===== src/bsp_pkg.sv =====
// Package for the box screen projection block: register codes, side-band
// structs and the 16-bit saturation helper. Depends on nothing.
package bsp_pkg;

    localparam int unsigned NUM_CORNERS   = 8;
    localparam int unsigned MIN_CORNERS   = 4;
    localparam int          DEPTH_MIN_Q22 = 41944;
    localparam int unsigned OFFSET_CAP    = 1 << 20;
    localparam int unsigned COLOUR_SCALE  = 510;
    localparam int unsigned COLOUR_FULL   = 255;

    typedef enum logic [2:0] {
        REG_CAMERA_X,
        REG_CAMERA_Y,
        REG_CAMERA_Z,
        REG_RIGHT_AXIS,
        REG_UP_AXIS,
        REG_FORWARD_AXIS,
        REG_PROJECTION_SCALES,
        REG_MODE_FLAGS
    } cfg_reg_t;

    typedef struct packed {
        logic        first;
        logic        last;
        logic [15:0] health_now;
        logic [15:0] health_full;
    } corner_tag_t;

    typedef struct packed {
        logic [47:0] right_axis;
        logic [47:0] up_axis;
        logic [47:0] forward_axis;
        logic [31:0] scale_x;
        logic [31:0] scale_y;
        logic [15:0] half_w;
        logic [15:0] half_h;
    } proj_cfg_t;

    typedef struct packed {
        logic               visible;
        logic               draw_box;
        logic               bar_on;
        logic signed [15:0] left;
        logic signed [15:0] top;
        logic signed [15:0] right;
        logic signed [15:0] bottom;
        logic [15:0]        health;
        logic [15:0]        health_full;
    } box_summary_t;

    function automatic logic signed [15:0] sat16(input logic signed [23:0] v);
        if (v > 24'sd32767)
            return 16'sh7fff;
        else if (v < -24'sd32768)
            return 16'sh8000;
        else
            return v[15:0];
    endfunction

endpackage


===== src/bsp_if.sv =====
// Valid/ready channel interfaces for box words in and result words out.
// Depends on nothing.
interface bsp_box_if;
    logic               valid;
    logic               ready;
    logic signed [31:0] box_min_x;
    logic signed [31:0] box_min_y;
    logic signed [31:0] box_min_z;
    logic signed [31:0] box_max_x;
    logic signed [31:0] box_max_y;
    logic signed [31:0] box_max_z;
    logic [15:0]        health_now;
    logic [15:0]        health_full;

    modport source (output valid, box_min_x, box_min_y, box_min_z, box_max_x, box_max_y,
                    box_max_z, health_now, health_full, input ready);
    modport sink (input valid, box_min_x, box_min_y, box_min_z, box_max_x, box_max_y,
                  box_max_z, health_now, health_full, output ready);
endinterface



===== src/bsp_corner_gen.sv =====
// Corner sequencer: holds one box and issues its eight corners, one a cycle
// while adv is high, as offsets from the camera. Depends on bsp_pkg and bsp_if.
module bsp_corner_gen (
    input  logic                      clk,
    input  logic                      rst_n,
    input  logic                      adv,
    bsp_box_if.sink                   box_in,
    input  logic signed [31:0]        cam_x,
    input  logic signed [31:0]        cam_y,
    input  logic signed [31:0]        cam_z,
    output logic                      corner_valid,
    output bsp_pkg::corner_tag_t      corner_tag,
    output logic signed [32:0]        local_x,
    output logic signed [32:0]        local_y,
    output logic signed [32:0]        local_z
);
    import bsp_pkg::*;

    localparam logic [2:0] CORNER_LAST = 3'(NUM_CORNERS - 1);

    logic               busy_reg, busy_next;
    logic [2:0]         corner_reg, corner_next;
    logic signed [31:0] lo_reg [3];
    logic signed [31:0] hi_reg [3];
    logic [15:0]        hnow_reg, hfull_reg;
    logic               valid_reg;
    corner_tag_t        tag_reg;
    logic signed [32:0] lx_reg, ly_reg, lz_reg;
    logic               accept;

    assign box_in.ready = !busy_reg || (adv && corner_reg == CORNER_LAST);
    assign accept       = box_in.valid && box_in.ready;

    always_comb
    begin
        busy_next   = busy_reg;
        corner_next = corner_reg;
        if (busy_reg && adv)
        begin
            corner_next = corner_reg + 3'd1;
            if (corner_reg == CORNER_LAST)
            begin
                busy_next   = accept;
                corner_next = '0;
            end
        end
        else if (!busy_reg && accept)
        begin
            busy_next   = 1'b1;
            corner_next = '0;
        end
    end

    always_ff @(posedge clk or negedge rst_n)
    begin
        if (!rst_n)
        begin
            busy_reg   <= 1'b0;
            corner_reg <= '0;
            valid_reg  <= 1'b0;
        end
        else
        begin
            busy_reg   <= busy_next;
            corner_reg <= corner_next;
            if (adv)
                valid_reg <= busy_reg;
        end
    end

    always_ff @(posedge clk)
    begin
        if (accept)
        begin
            lo_reg[0] <= box_in.box_min_x;
            lo_reg[1] <= box_in.box_min_y;
            lo_reg[2] <= box_in.box_min_z;
            hi_reg[0] <= box_in.box_max_x;
            hi_reg[1] <= box_in.box_max_y;
            hi_reg[2] <= box_in.box_max_z;
            hnow_reg  <= box_in.health_now;
            hfull_reg <= box_in.health_full;
        end
        if (adv)
        begin
            lx_reg <= 33'(corner_reg[0] ? hi_reg[0] : lo_reg[0]) - 33'(cam_x);
            ly_reg <= 33'(corner_reg[1] ? hi_reg[1] : lo_reg[1]) - 33'(cam_y);
            lz_reg <= 33'(corner_reg[2] ? hi_reg[2] : lo_reg[2]) - 33'(cam_z);
            tag_reg.first       <= (corner_reg == '0);
            tag_reg.last        <= (corner_reg == CORNER_LAST);
            tag_reg.health_now  <= hnow_reg;
            tag_reg.health_full <= hfull_reg;
        end
    end

    assign corner_valid = valid_reg;
    assign corner_tag   = tag_reg;
    assign local_x      = lx_reg;
    assign local_y      = ly_reg;
    assign local_z      = lz_reg;

endmodule


===== src/flat_wrapper.sv =====
// flat-port wrapper written by rule: the top's interface ports become plain ports
module bsp_corner_gen_flat import bsp_pkg::*;
  (clk, rst_n, adv, cam_x, cam_y, cam_z, corner_valid, corner_tag, local_x, local_y, local_z, box_in_valid, box_in_box_min_x, box_in_box_min_y, box_in_box_min_z, box_in_box_max_x, box_in_box_max_y, box_in_box_max_z, box_in_health_now, box_in_health_full, box_in_ready);
  bsp_box_if box_in_i ();
  input  logic clk;
  input  logic rst_n;
  input  logic adv;
  input  logic signed [31:0] cam_x;
  input  logic signed [31:0] cam_y;
  input  logic signed [31:0] cam_z;
  output logic corner_valid;
  output bsp_pkg::corner_tag_t corner_tag;
  output logic signed [32:0] local_x;
  output logic signed [32:0] local_y;
  output logic signed [32:0] local_z;
  input wire logic [$bits(box_in_i.valid)-1:0] box_in_valid;
  input wire logic [$bits(box_in_i.box_min_x)-1:0] box_in_box_min_x;
  input wire logic [$bits(box_in_i.box_min_y)-1:0] box_in_box_min_y;
  input wire logic [$bits(box_in_i.box_min_z)-1:0] box_in_box_min_z;
  input wire logic [$bits(box_in_i.box_max_x)-1:0] box_in_box_max_x;
  input wire logic [$bits(box_in_i.box_max_y)-1:0] box_in_box_max_y;
  input wire logic [$bits(box_in_i.box_max_z)-1:0] box_in_box_max_z;
  input wire logic [$bits(box_in_i.health_now)-1:0] box_in_health_now;
  input wire logic [$bits(box_in_i.health_full)-1:0] box_in_health_full;
  output wire logic [$bits(box_in_i.ready)-1:0] box_in_ready;
  assign box_in_i.valid = box_in_valid;
  assign box_in_i.box_min_x = box_in_box_min_x;
  assign box_in_i.box_min_y = box_in_box_min_y;
  assign box_in_i.box_min_z = box_in_box_min_z;
  assign box_in_i.box_max_x = box_in_box_max_x;
  assign box_in_i.box_max_y = box_in_box_max_y;
  assign box_in_i.box_max_z = box_in_box_max_z;
  assign box_in_i.health_now = box_in_health_now;
  assign box_in_i.health_full = box_in_health_full;
  assign box_in_ready = box_in_i.ready;
  bsp_corner_gen u_core (.clk(clk), .rst_n(rst_n), .adv(adv), .box_in(box_in_i), .cam_x(cam_x), .cam_y(cam_y), .cam_z(cam_z), .corner_valid(corner_valid), .corner_tag(corner_tag), .local_x(local_x), .local_y(local_y), .local_z(local_z));
endmodule

===== config.mk =====
export PLATFORM = sky130hd
export DESIGN_NAME = bsp_corner_gen_flat
export DESIGN_NICKNAME = d
export VERILOG_FILES = /design/src/bsp_pkg.sv /design/src/bsp_if.sv /design/src/bsp_corner_gen.sv /design/src/flat_wrapper.sv
export SDC_FILE = /design/constraint.sdc
export NUM_CORES = 1
export LEC_CHECK = 0
export ABC_AREA = 1
export BUFFER_PORTS_ARGS = -buffer_cell sky130_fd_sc_hd__clkbuf_2
export CORE_MARGIN = 1
export CORE_UTILIZATION = 55
export DETAILED_ROUTE_END_ITERATION = 7
export PLACE_DENSITY = 0.84
export REMOVE_ABC_BUFFERS = 1
export SYNTH_ARGS = -nofsm -noshare
export SYNTH_HDL_FRONTEND = slang
export SYNTH_SLANG_ARGS = --single-unit

===== constraint.sdc =====
create_clock -name clk -period 15.5 [get_ports clk]
set_input_delay 3.1 -clock clk [delete_from_list [all_inputs] [get_ports clk]]
set_output_delay 3.1 -clock clk [all_outputs]
set_load 0.005 [all_outputs]

# Word-level counts from Yosys, hierarchy flattened
# Memory sizes are Yosys's and may differ from the RTL's.
# Cells that the tools add are included.
# word_totals
reg_bits,170
ramBits,192
in_bits,324
output_inout_bits,135
word_cells,40
mem_count,2
# memory_table
memory,words,word_bits,read_ports,rd_clocked_by_memory_dff,write_ports,line_no,text
u_core.hi_reg,3,32,3,0,3,bsp_corner_gen.sv:24,logic signed [31:0] hi_reg [3];
u_core.lo_reg,3,32,3,0,3,bsp_corner_gen.sv:23,logic signed [31:0] lo_reg [3];
# classes
add_sub_neg,4
n_eq_ne,2
n_mux,11
n_reduce_logical,9
# ops
operator,count
33-bit two-way mux,3
33-bit by 32-bit subtractor with 33-bit output,3
3-bit two-way mux,3
1-bit two-way mux,5
1-bit logical AND,4
3-bit by 1-bit adder with 3-bit output (second input constant),1
3-bit equality test (second input constant),1
3-bit logical NOT,1
2-bit by 1-bit != test with 1-bit output (second input constant),1
2-bit AND reduction,1
2-bit nonzero test,1
1-bit logical NOT,1
1-bit logical OR,1

# Depth between registers and ports, before layout
# Gate-level depths: netlist of the first run.
# logic_depth
depth_word,7
mapped_depth,17
depth_no_buf,15

# Worst setup path after synthesis of the first run
# OpenSTA, ideal clock, no wires.
# synth_timing
kind,input port to flip-flop
start,in adv
end,"reg u_core.hfull_reg[0], enable pin"
setup_time_ns,0.882
t_arrival_ns,13.915
required_ns,14.618
slack_ns,0.703
cell_stages,2
n_path_buf,0
cell_sequence,nand2_1 -> a21oi_1
# synth_between
elab_chain_cells,3
# synth_rtl
item,line_no,text
from (decl),flat_wrapper.sv:7,input logic adv;
1-bit logical AND,bsp_corner_gen.sv:31,assign box_in.ready = !busy_reg || (adv && corner_reg == CORNER_LAST);
1-bit logical OR,bsp_corner_gen.sv:31,
1-bit logical AND,bsp_corner_gen.sv:32,assign accept = box_in.valid && box_in.ready;
via u_core.accept,bsp_corner_gen.sv:29,logic accept;
to (signal assigned),bsp_corner_gen.sv:82,hfull_reg <= box_in.health_full;
to (decl),bsp_corner_gen.sv:25,"logic [15:0] hnow_reg, hfull_reg;"
# The timed path passes the listed nets, and every way through them passes these cells.
# A chain may end at the register's enable or synchronous reset.

# Worst setup path in the final report of the first run
# layout_timing
start,in adv
end,out box_in_ready
# layout_between
elab_chain_cells,2
# layout_rtl
item,line_no,text
1-bit logical AND,bsp_corner_gen.sv:31,
1-bit logical OR,bsp_corner_gen.sv:31,
to (decl),flat_wrapper.sv:25,output wire logic [$bits(box_in_i.ready)-1:0] box_in_ready;
# Every way passes these cells.

==> flow_summary_export.csv, run 1 <==
group,metric,value,unit
outcome,outcome,"complete, no violations",
sta,slew_headroom,0.239,
global_route,track_usage,0.283,
logic_synthesis,async_flop_share,0.0138,
worst_setup_path,cpMaxStageDelayCell,"buf_6",
drt,totalWireLength,52.0,mm
clocking,clock_latency,550,ps
sta,period_needed,6990,ps
clocking,clkTransAtPathRegs,50,ps
worst_setup_path,worstSetupPathType,"in -> out",
logic_synthesis,synthTopCellsByCount,"nand2_1, inv_1, edfxtp_1",
clocking,cts_inserted_buffers,38,
die,fp-row-count,69,
worst_setup_path,rr_endpoint,"u_core.lo_reg[0][34]$_DFFE_PP_",
logic_synthesis,synth.avg_cell_area,8.42,um^2
logic_synthesis,synth_warnings,0,
global_route,grt_max_degree,87,
pwr,irDropWorstVdd,0.122,mV
clocking,ctsRootBufferMaster,"clkbuf_16",
worst_setup_path,path_buf_inv,2,
logic_synthesis,synth_top_area_share,0.540,
die,fp.dieH,192,um
cells_and_area,nFillCells,2798,
worst_setup_path,required,12400,ps
logic_synthesis,synth_ff_type,"edfxtp_1",
sta,hold_viol,0,
clocking,cts_setup_buffers,0,
die,ios,459,
clocking,clkSinkCount,362,
place,place_hpwl,40.5,mm
worst_setup_path,critPathLaunchType,"input port",
cells_and_area,register_area,10800,um^2
clocking,clockBufferDepth,3,
place,io_buffers,458,
cells_and_area,final_layout_size_suffix_gt1_frac,0.189,
worst_setup_path,slowest_delay,310,ps
drt,drt_first_pass_iters,5,
sta,timing.hold.ws,417,ps
place,gp_congestion,0.979,
pwr,p_total,3810,uW
worst_setup_path,crit_top_cell,"nand2_1",
global_route,grt_overflow,0,
die,dieArea,36800,um^2
die,coreArea,35600,um^2
worst_setup_path,reg2reg_slack,11790,ps
min_path,hold_class,"reg -> reg",
drt,vias,16500,
worst_setup_path,reg2reg_depth,7,
clocking,holdBufCountCts,0,
drt,dr_wl_met3,4.03,mm
clocking,cts_tree,"done",
sta,max_freq,143,MHz
sta,skew,18.1,ps
drt,viasPerCell,4.96,
min_path,whs_path_depth,0,
worst_setup_path,timing.rr.start,"u_core.corner_reg[1]$_DFFE_PN0P_",
logic_synthesis,ys_ff_latch,362,
global_route,grt_pass1_wl,79.7,mm
worst_setup_path,critPathArrivalTime,3890,ps
cells_and_area,nNetsFinal,3268,
pwr,powerDensity,160,nW/um^2
logic_synthesis,synth_edf_count,357,
sta,fin_setup_tns,0,ps
logic_synthesis,yosysSeqAreaShare,0.547,
cells_and_area,final_cells,3331,
sta,rsz0062_at_grt,"no",
drt,remaining_drc_errors,0,
cells_and_area,syn2layout_area_growth,20.3,%
clocking,cts.htree.levels,2,
logic_synthesis,ys_types,26,
sta,fin_crit_sh,0.451,
min_path,min_from,"u_core.hfull_reg[14]$_DFFE_PP_",
global_route,antenna_found_initial,2,
drt,top_layer,"met4",
place,placedCellCount,3263,
global_route,grt_pass1_vias,16000,
sta,drv_slew,0,
logic_synthesis,syn-cell-area,19800,um^2
logic_synthesis,syn_inst,2357,
drt,ant_nets,0,
pwr,leakagePower,0.0128,uW
worst_setup_path,cp-end-kind,"primary output",
min_path,min_to,"u_core.corner_tag[14]$_DFFE_PP_",
die,die_w,192,um
logic_synthesis,yosys.area.top_type,"edfxtp_1",
drt,wl_met2,25.3,mm
sta,worst_pin_slew,1140,ps
sta,finalSetupViolCount,0,
worst_setup_path,crit_family,"buffers and inverters",
drt,first_iter_violations,1069,
worst_setup_path,cp_max_fo,39,
drt,met1_length,20.8,mm
worst_setup_path,crit_chain,"buf_6 -> nand2_1 -> nand2_1 -> clkbuf_2",
drt,wl_per_cell,15.6,um
run,cap_violations,0,
clocking,postCtsResizedCells,0,
logic_synthesis,yosysMostFrequentCell,"nand2_1",
logic_synthesis,synth.area.top_cells,"edfxtp_1, nand2_1, inv_1",
cells_and_area,multi_input_area,7100,um^2
die,initial_core_util,0.558,
area by class of cell:
cell class | count | share of cell area
diodes | 2 | 0.000210
clock buffers | 47 | 0.0422
inverters | 479 | 0.0753
clock inverters | 19 | 0.00666
well taps | 461 | 0.0242
multi-input cells | 1493 | 0.298
flip-flops and latches | 362 | 0.454
repair buffers | 468 | 0.0995
worst reg2reg max path, stage by stage, from the launching register on:
cell and delay [ps]:
dfrtp_1 320, buf_4 380, ha_1 240, ha_1 270, nand2_1 150, a21oi_4 150, buf_4 870, buf_4 910
power breakdown:
| part | internal [uW] | switching, uW |
|---|---|---|
| logic | 544 | 1040 |
| clock network | 496 | 371 |
| registers | 1310 | 48.1 |
| total | 2350 | 1460 |
through the flow:
stage | worst slack (ps) | area, um^2 | util
3_3_place_gp | 8480 | 22700 | 0.638
3_5_place_dp | 8480 | 22700 | 0.638
6_report | 8510 | 23900 | 0.671
5_1_grt | 8440 | 23900 | 0.671
2_1_floorplan | 699 | 19700 | -
4_1_cts | 8480 | 23900 | 0.671
cells in the final DEF (no fill, tap or decap), drive strengths merged, types with 3 or more instances in the layout:
cell type,netlist,routed
or2,6,6
nor3,6,6
and2,6,6
a21oi,63,63
edfxtp,357,357
clkinv,0,13
nor2,126,126
ha,99,99
dfrtp,5,5
nand2,1040,1040
clkbuf,17,504
buf,6,11
o21ai,8,8
fa,3,3
mux2i,3,3
a21o,3,3
inv,479,482
o21bai,3,3
xor2,39,39
nand4,12,12
nand3,70,70
xnor2,6,6
metal layers:
layer	vias to the layer above	global-route usage
li1	8262	-
met1	7441	0.347
met2	699	0.487
met3	115	0.0510
met4	0	0.124
met5	-	0
how the worst max path moves through the flow:
stage	from	end	slack (ps)	depth (start not counted)
final	adv	box_in_ready	8510	4
after global routing	adv	box_in_ready	8440	4
after detailed placement	adv	box_in_ready	8480	4
after CTS	adv	box_in_ready	8480	4
after floorplan	adv	u_core.hfull_reg[0]$_DFFE_PP_	700	2
after global placement	adv	box_in_ready	8480	4
kinds of logic (layout without fill, tap and decap cells):
kind of cell / Yosys count / in the layout / synth area share
other cells: 0 / 2 / 0
flops: 362 / 362 / 0.547
simple gates: 1266 / 1266 / 0.250
xor+xnor: 45 / 45 / 0.0199
fa+ha+maj: 102 / 102 / 0.0655
mux: 3 / 3 / 0.00151
buf+inv: 502 / 1013 / 0.0959
compound gates: 77 / 77 / 0.0202
Power figures use the tool's default switching activity.
==> run 2, diff against run 1 <==
Settings changed: ABC_AREA 1 to 0, CORE_UTILIZATION 55 to 48, PLACE_DENSITY 0.84 to 0.79.
Clock period 15.5 ns to 6.1 ns, I/O delays scaled along.
==> run 2 against run 1 <==
Against the previous run: sequential cell count unchanged; utilization shrank 6.7 points; die area increased by 2.0%; critical path depth rose by 7; worst setup slack got worse by 6300 ps; largest cell class unchanged; cell count is 31% lower; sequential share of layout area rose by 4.6 points; clock-buffer cell count down 1; total power up 120%; global-route usage down 5.8 points.
==> flow_summary_export.csv, run 2 <==
group,metric,value,unit
drt,dr_wl_met3,2.95,mm
worst_setup_path,critPathArrivalTime,4190,ps
logic_synthesis,synth_warnings,0,
drt,totalWireLength,42.3,mm
cells_and_area,syn2layout_area_growth,22.7,%
drt,top_layer,"met5",
logic_synthesis,synth_top_area_share,0.607,
pwr,leakagePower,0.00919,uW
die,fp.dieH,194,um
place,io_buffers,458,
sta,drv_slew,0,
cells_and_area,nFillCells,2876,
worst_setup_path,crit_chain,"mux2i_1 -> inv_1 -> ha_1 -> nor2b_1 -> o31a_1 -> o21ai_1 -> o41ai_2 -> nand2_1 -> o31a_1 -> o31ai_1 -> xnor2_1",
sta,hold_viol,0,
die,dieArea,37600,um^2
drt,viasPerCell,5.32,
die,initial_core_util,0.492,
drt,drt_first_pass_iters,6,
place,gp_congestion,0.888,
pwr,p_total,8400,uW
clocking,clockBufferDepth,3,
global_route,grt_max_degree,142,
cells_and_area,fin_area,21700,um^2
worst_setup_path,cp-end-kind,"register",
logic_synthesis,synth.area.top_cells,"edfxtp_1, ha_1, mux2_2",
logic_synthesis,syn-cell-area,17700,um^2
die,ios,459,
place,post_dp_cell_area,20400,um^2
place,placedCellCount,2224,
drt,vias,12200,
sta,max_freq,256,MHz
min_path,hold_class,"reg -> reg",
clocking,cts_inserted_buffers,40,
worst_setup_path,critPathLaunchType,"register",
sta,rsz0062_at_grt,"no",
cells_and_area,nNetsFinal,2231,
cells_and_area,final_common_cell,"clkbuf_2",
worst_setup_path,crit_top_cell,"o31a_1",
sta,worst_pin_slew,1030,ps
logic_synthesis,yosysSeqAreaShare,0.614,
clocking,ctsRootBufferMaster,"clkbuf_16",
pwr,irDropWorstVdd,0.246,mV
clocking,cts.htree.levels,2,
drt,ant_nets,0,
sta,setup_ws,2200,ps
die,die_w,194,um
cells_and_area,final_cells,2298,
global_route,antenna_found_initial,7,
clocking,clkSinkCount,362,
drt,remaining_drc_errors,0,
drt,met1_length,16.8,mm
cells_and_area,final_layout_size_suffix_gt1_frac,0.342,
run,cap_violations,0,
die,fp-row-count,69,
logic_synthesis,synthTopCellsByCount,"edfxtp_1, inv_1, a21oi_1, ha_1, mux2_2",
sta,finalSetupViolCount,0,
cells_and_area,mostFrequentLayoutCells,"clkbuf_2, edfxtp_1, inv_1, a21oi_1, ha_1",
die,coreArea,35900,um^2
logic_synthesis,synth_ff_type,"edfxtp_1",
outcome,outcome,"complete, no violations",
sta,timing.hold.ws,418,ps
logic_synthesis,syn_inst,1342,
drt,wl_met2,21.1,mm
logic_synthesis,async_flop_share,0.0138,
worst_setup_path,required,6390,ps
clocking,cts_tree,"done",
clocking,cts_setup_buffers,0,
clocking,postCtsResizedCells,0,
worst_setup_path,slowest_delay,940,ps
global_route,track_usage,0.224,
logic_synthesis,ys_ff_latch,362,
global_route,grt_pass1_wl,66.0,mm
drt,wl_per_cell,18.4,um
logic_synthesis,synth_edf_count,357,
place,place_hpwl,31.7,mm
sta,skew,13.1,ps
global_route,grt_pass1_vias,12500,
pwr,powerDensity,388,nW/um^2
worst_setup_path,cpMaxStageDelayCell,"dfrtp_2",
worst_setup_path,worstSetupPathType,"reg -> reg",
sta,slew_headroom,0.316,
logic_synthesis,yosys.area.top_type,"edfxtp_1",
sta,period_needed,3900,ps
logic_synthesis,yosysMostFrequentCell,"edfxtp_1",
logic_synthesis,ys_types,71,
clocking,holdBufCountCts,0,
global_route,grt_overflow,0,
clocking,clkTransAtPathRegs,60,ps
clocking,clock_latency,540,ps
worst_setup_path,cp_max_fo,35,
drt,first_iter_violations,828,
place,pre_cts_slack,2170,ps
logic_synthesis,synth.avg_cell_area,13.2,um^2
sta,fin_crit_sh,0.640,
==> run 2: cell count changes in the layout (fill, tap and decap cells not counted), moves of 17 or more <==
cell,delta
nor2_1,-67
inv_1,-355
nand2_1,-954
a21o_1,+28
mux2_2,+90
xnor2_1,+43
o21ai_1,+21
nor2b_1,+17
nand3_1,-46
o21a_1,+19
a21oi_1,+37
o21ai_0,+31
==> run 2: stage by stage <==
stage / setup TNS [ps] / utilization
global route: 0 / 0.603
global placement: 0 / 0.569
detailed placement: 0 / 0.569
finish: 0 / 0.604
CTS: 0 / 0.603
floorplan: -281030 / -
==> run 2: layout make-up <==
class | instances | area, um^2 | share of cell area
antenna | 5 | 12.5 | 0.000577
clock buffer | 46 | 1040 | 0.0482
inverter | 124 | 465 | 0.0215
sequential | 362 | 10800 | 0.500
clock inverter | 23 | 175 | 0.00808
timing repair buffer | 464 | 2370 | 0.109
multi-input combinational | 813 | 6190 | 0.285
tap | 461 | 577 | 0.0266
==> run 2: path summary, 6_finish.rpt <==
kind,cells past startpoint,from,to,slack (ps)
worst min-delay path,0,u_core.hfull_reg[8]$_DFFE_PP_,u_core.corner_tag[8]$_DFFE_PP_,420
max in group asynchronous,1,rst_n,u_core.corner_reg[1]$_DFFE_PN0P_,5470
worst max-delay path,11,u_core.corner_reg[1]$_DFFE_PN0P_,u_core.local_y[31]$_DFFE_PP_,2200
min in group asynchronous,1,rst_n,u_core.corner_valid$_DFFE_PN0P_,480
worst min register to register,0,u_core.hfull_reg[8]$_DFFE_PP_,u_core.corner_tag[8]$_DFFE_PP_,420
worst max register to register,11,u_core.corner_reg[1]$_DFFE_PN0P_,u_core.local_y[31]$_DFFE_PP_,2200
==> run 2: critical path: cells and delay by family, from the launching register on <==
family          cells  cell delay [ps]
compound gates      5             1460
flops               1              940
mux                 1              430
simple gates        2              310
fa+ha+maj           1              280
xor+xnor            1              100
buf+inv             1               80
==> run 2: kinds of logic after synthesis <==
group                    after synthesis  synth area share
multiplexers                          97            0.0613
AND/OR/NAND/NOR                      231            0.0621
flip-flops                           362             0.614
AO/OA/AOI/OAI                        305             0.114
XOR/XNOR                              78            0.0387
buffers and inverters                167            0.0362
adder cells (fa/ha/maj)              102            0.0735
==> run 2: report_power, final <==
group / switching (uW) / total, uW / internal, uW
Combinational: 1490 / 2720 / 1230
Sequential: 181 / 3410 / 3230
Clock: 964 / 2270 / 1310
Total: 2630 / 8400 / 5770
==> run 2: metal layers <==
metal,vias to the layer above,track usage
li1,5917,-
met1,5749,0.265
met2,461,0.393
met3,90,0.0527
met4,2,0.0949
met5,-,0
==> run 3, diff against run 2 <==
Clock period 6.1 ns to 3.54 ns, I/O delays scaled along.
==> run 3 against run 2 <==
Against the previous run: sequential power up 69%; sequential share of layout area down 0.64 points; cell area up 1.3%; hold slack worse by 81 ps; global-route usage up 0.40 points; register-to-register slack worse by 2100 ps; largest power group unchanged; highest routed layer unchanged; worst setup slack worse by 2100 ps.
==> flow_summary_export.csv, run 3 (synthesized netlist as in run 2, its figures left out) <==
group,metric,value,unit
worst_setup_path,worstSetupPathType,"reg -> reg",
clocking,cts.htree.levels,2,
outcome,outcome,"complete, no violations",
global_route,gr-usage-met1,0.273,
worst_setup_path,required,3930,ps
global_route,grtUsageMet3,0.0496,
cells_and_area,nFillCells,2771,
clocking,cts_inserted_buffers,40,
cells_and_area,nNetsFinal,2255,
worst_setup_path,path_buf_inv,1,
die,die_w,194,um
cells_and_area,mostFrequentLayoutCells,"clkbuf_2, edfxtp_1, inv_1, a21oi_1, ha_1",
die,fp-row-count,69,
global_route,track_usage,0.228,
pwr,leakagePower,0.00934,uW
cells_and_area,final_layout_size_suffix_gt1_frac,0.352,
place,io_buffers,458,
drt,drt_first_pass_iters,5,
global_route,antenna_found_initial,5,
sta,hold_viol,0,
pwr,p_total,14800,uW
worst_setup_path,crit_chain,"buf_12 -> mux2_2 -> ha_1 -> nor2b_1 -> o31a_1 -> o21ai_1 -> a21oi_1 -> a211o_1 -> a31oi_1 -> o21ai_1 -> a21oi_1",
cells_and_area,multi_input_area,6200,um^2
sta,max_freq,293,MHz
drt,remaining_drc_errors,0,
sta,finalSetupViolCount,0,
die,coreArea,35900,um^2
clocking,ctsRootBufferMaster,"clkbuf_16",
drt,first_iter_violations,866,
clocking,clockBufferDepth,3,
global_route,grt_overflow,0,
drt,ant_nets,0,
clocking,cts_tree,"done",
global_route,grt_max_degree,82,
worst_setup_path,crit_family,"compound AO/OA/AOI/OAI gates",
global_route,top_usage_layer,"met2",
place,place_hpwl,32.6,mm
worst_setup_path,critPathArrivalTime,3790,ps
cells_and_area,register_area,10800,um^2
global_route,met2_usage,0.403,
die,ios,459,
cells_and_area,syn2layout_area_growth,24.3,%
die,initial_core_util,0.492,
clocking,clkTransAtPathRegs,60,ps
clocking,clkSinkCount,362,
worst_setup_path,cp_max_fo,32,
cells_and_area,final_cells,2316,
cells_and_area,final_common_cell,"clkbuf_2",
die,dieArea,37600,um^2
sta,slew_headroom,0.230,
min_path,hold_class,"in -> reg",
worst_setup_path,critPathLaunchType,"register",
sta,fin_setup_tns,0,ps
sta,rsz0062_at_grt,"no",
worst_setup_path,cp-end-kind,"register",
sta,drv_slew,0,
sta,period_needed,3410,ps
drt,viasPerCell,5.40,
die,fp.dieH,194,um
run,cap_violations,0,
clocking,clock_latency,540,ps
drt,totalWireLength,43.8,mm
sta,skew,14.9,ps
pwr,irDropWorstVdd,0.440,mV
sta,worst_pin_slew,1160,ps
place,placedCellCount,2243,
drt,vias,12500,
worst_setup_path,cpMaxStageDelayCell,"dfrtp_1",
global_route,grt_pass1_wl,66.9,mm
sta,timing.hold.ws,337,ps
drt,wl_per_cell,18.9,um
sta,fin_crit_sh,0.962,
worst_setup_path,slowest_delay,390,ps
pwr,powerDensity,672,nW/um^2
place,gp_congestion,0.905,
global_route,grt_pass1_vias,12400,
[run 3: path summary, 6_finish.rpt]
check / from / to / slack (ps) / cells after the start
min in group asynchronous: rst_n / u_core.corner_reg[2]$_DFFE_PN0P_ / 560 / 2
worst min register to register: u_core.hnow_reg[10]$_DFFE_PP_ / u_core.corner_tag[26]$_DFFE_PP_ / 420 / 0
max in group asynchronous: rst_n / u_core.corner_reg[1]$_DFFE_PN0P_ / 2830 / 2
worst min-delay path: box_in_health_full[1] / u_core.hfull_reg[1]$_DFFE_PP_ / 340 / 1
worst max-delay path: u_core.corner_reg[0]$_DFFE_PN0P_ / u_core.local_x[32]$_DFFE_PP_ / 130 / 11
worst max register to register: u_core.corner_reg[0]$_DFFE_PN0P_ / u_core.local_x[32]$_DFFE_PP_ / 130 / 11
[run 3: where the power goes]
part	switching (uW)	leakage (uW)	internal, uW
logic	2770	0.00537	2280
registers	196	0.00338	5570
clock network	1630	0.000591	2320
total	4600	0.00934	10200
[run 3: metrics by stage]
step / util / area, um^2 / worst slack, ps
floorplan: - / 17500 / -3810
global placement: 0.575 / 20600 / 250
detailed placement: 0.575 / 20600 / 164
CTS: 0.609 / 21900 / 144
global route: 0.611 / 22000 / 2.00
finish: 0.611 / 22000 / 133
[run 3: cell type report]
| cell class | instances | share of cell area |
|---|---|---|
| clock inverters | 18 | 0.00775 |
| flip-flops and latches | 362 | 0.494 |
| well taps | 461 | 0.0263 |
| multi-input cells | 813 | 0.282 |
| repair buffers | 488 | 0.120 |
| diodes | 4 | 0.000456 |
| inverters | 124 | 0.0212 |
| clock buffers | 46 | 0.0476 |
[run 3: what timing repair did]
item	4_1_cts	5_1_grt
hold buffers	1	0
buffers inserted	0	3
endpoints found under the setup margin	0	4
hold endpoints to repair	5	0
gates resized for setup	0	3
[run 3: metal layers]
metal | vias up | share of wire
met2 | 533 | 0.50
met5 | - | 0.00030
li1 | 5961 | -
met3 | 76 | 0.070
met4 | 2 | 0.028
met1 | 5924 | 0.40
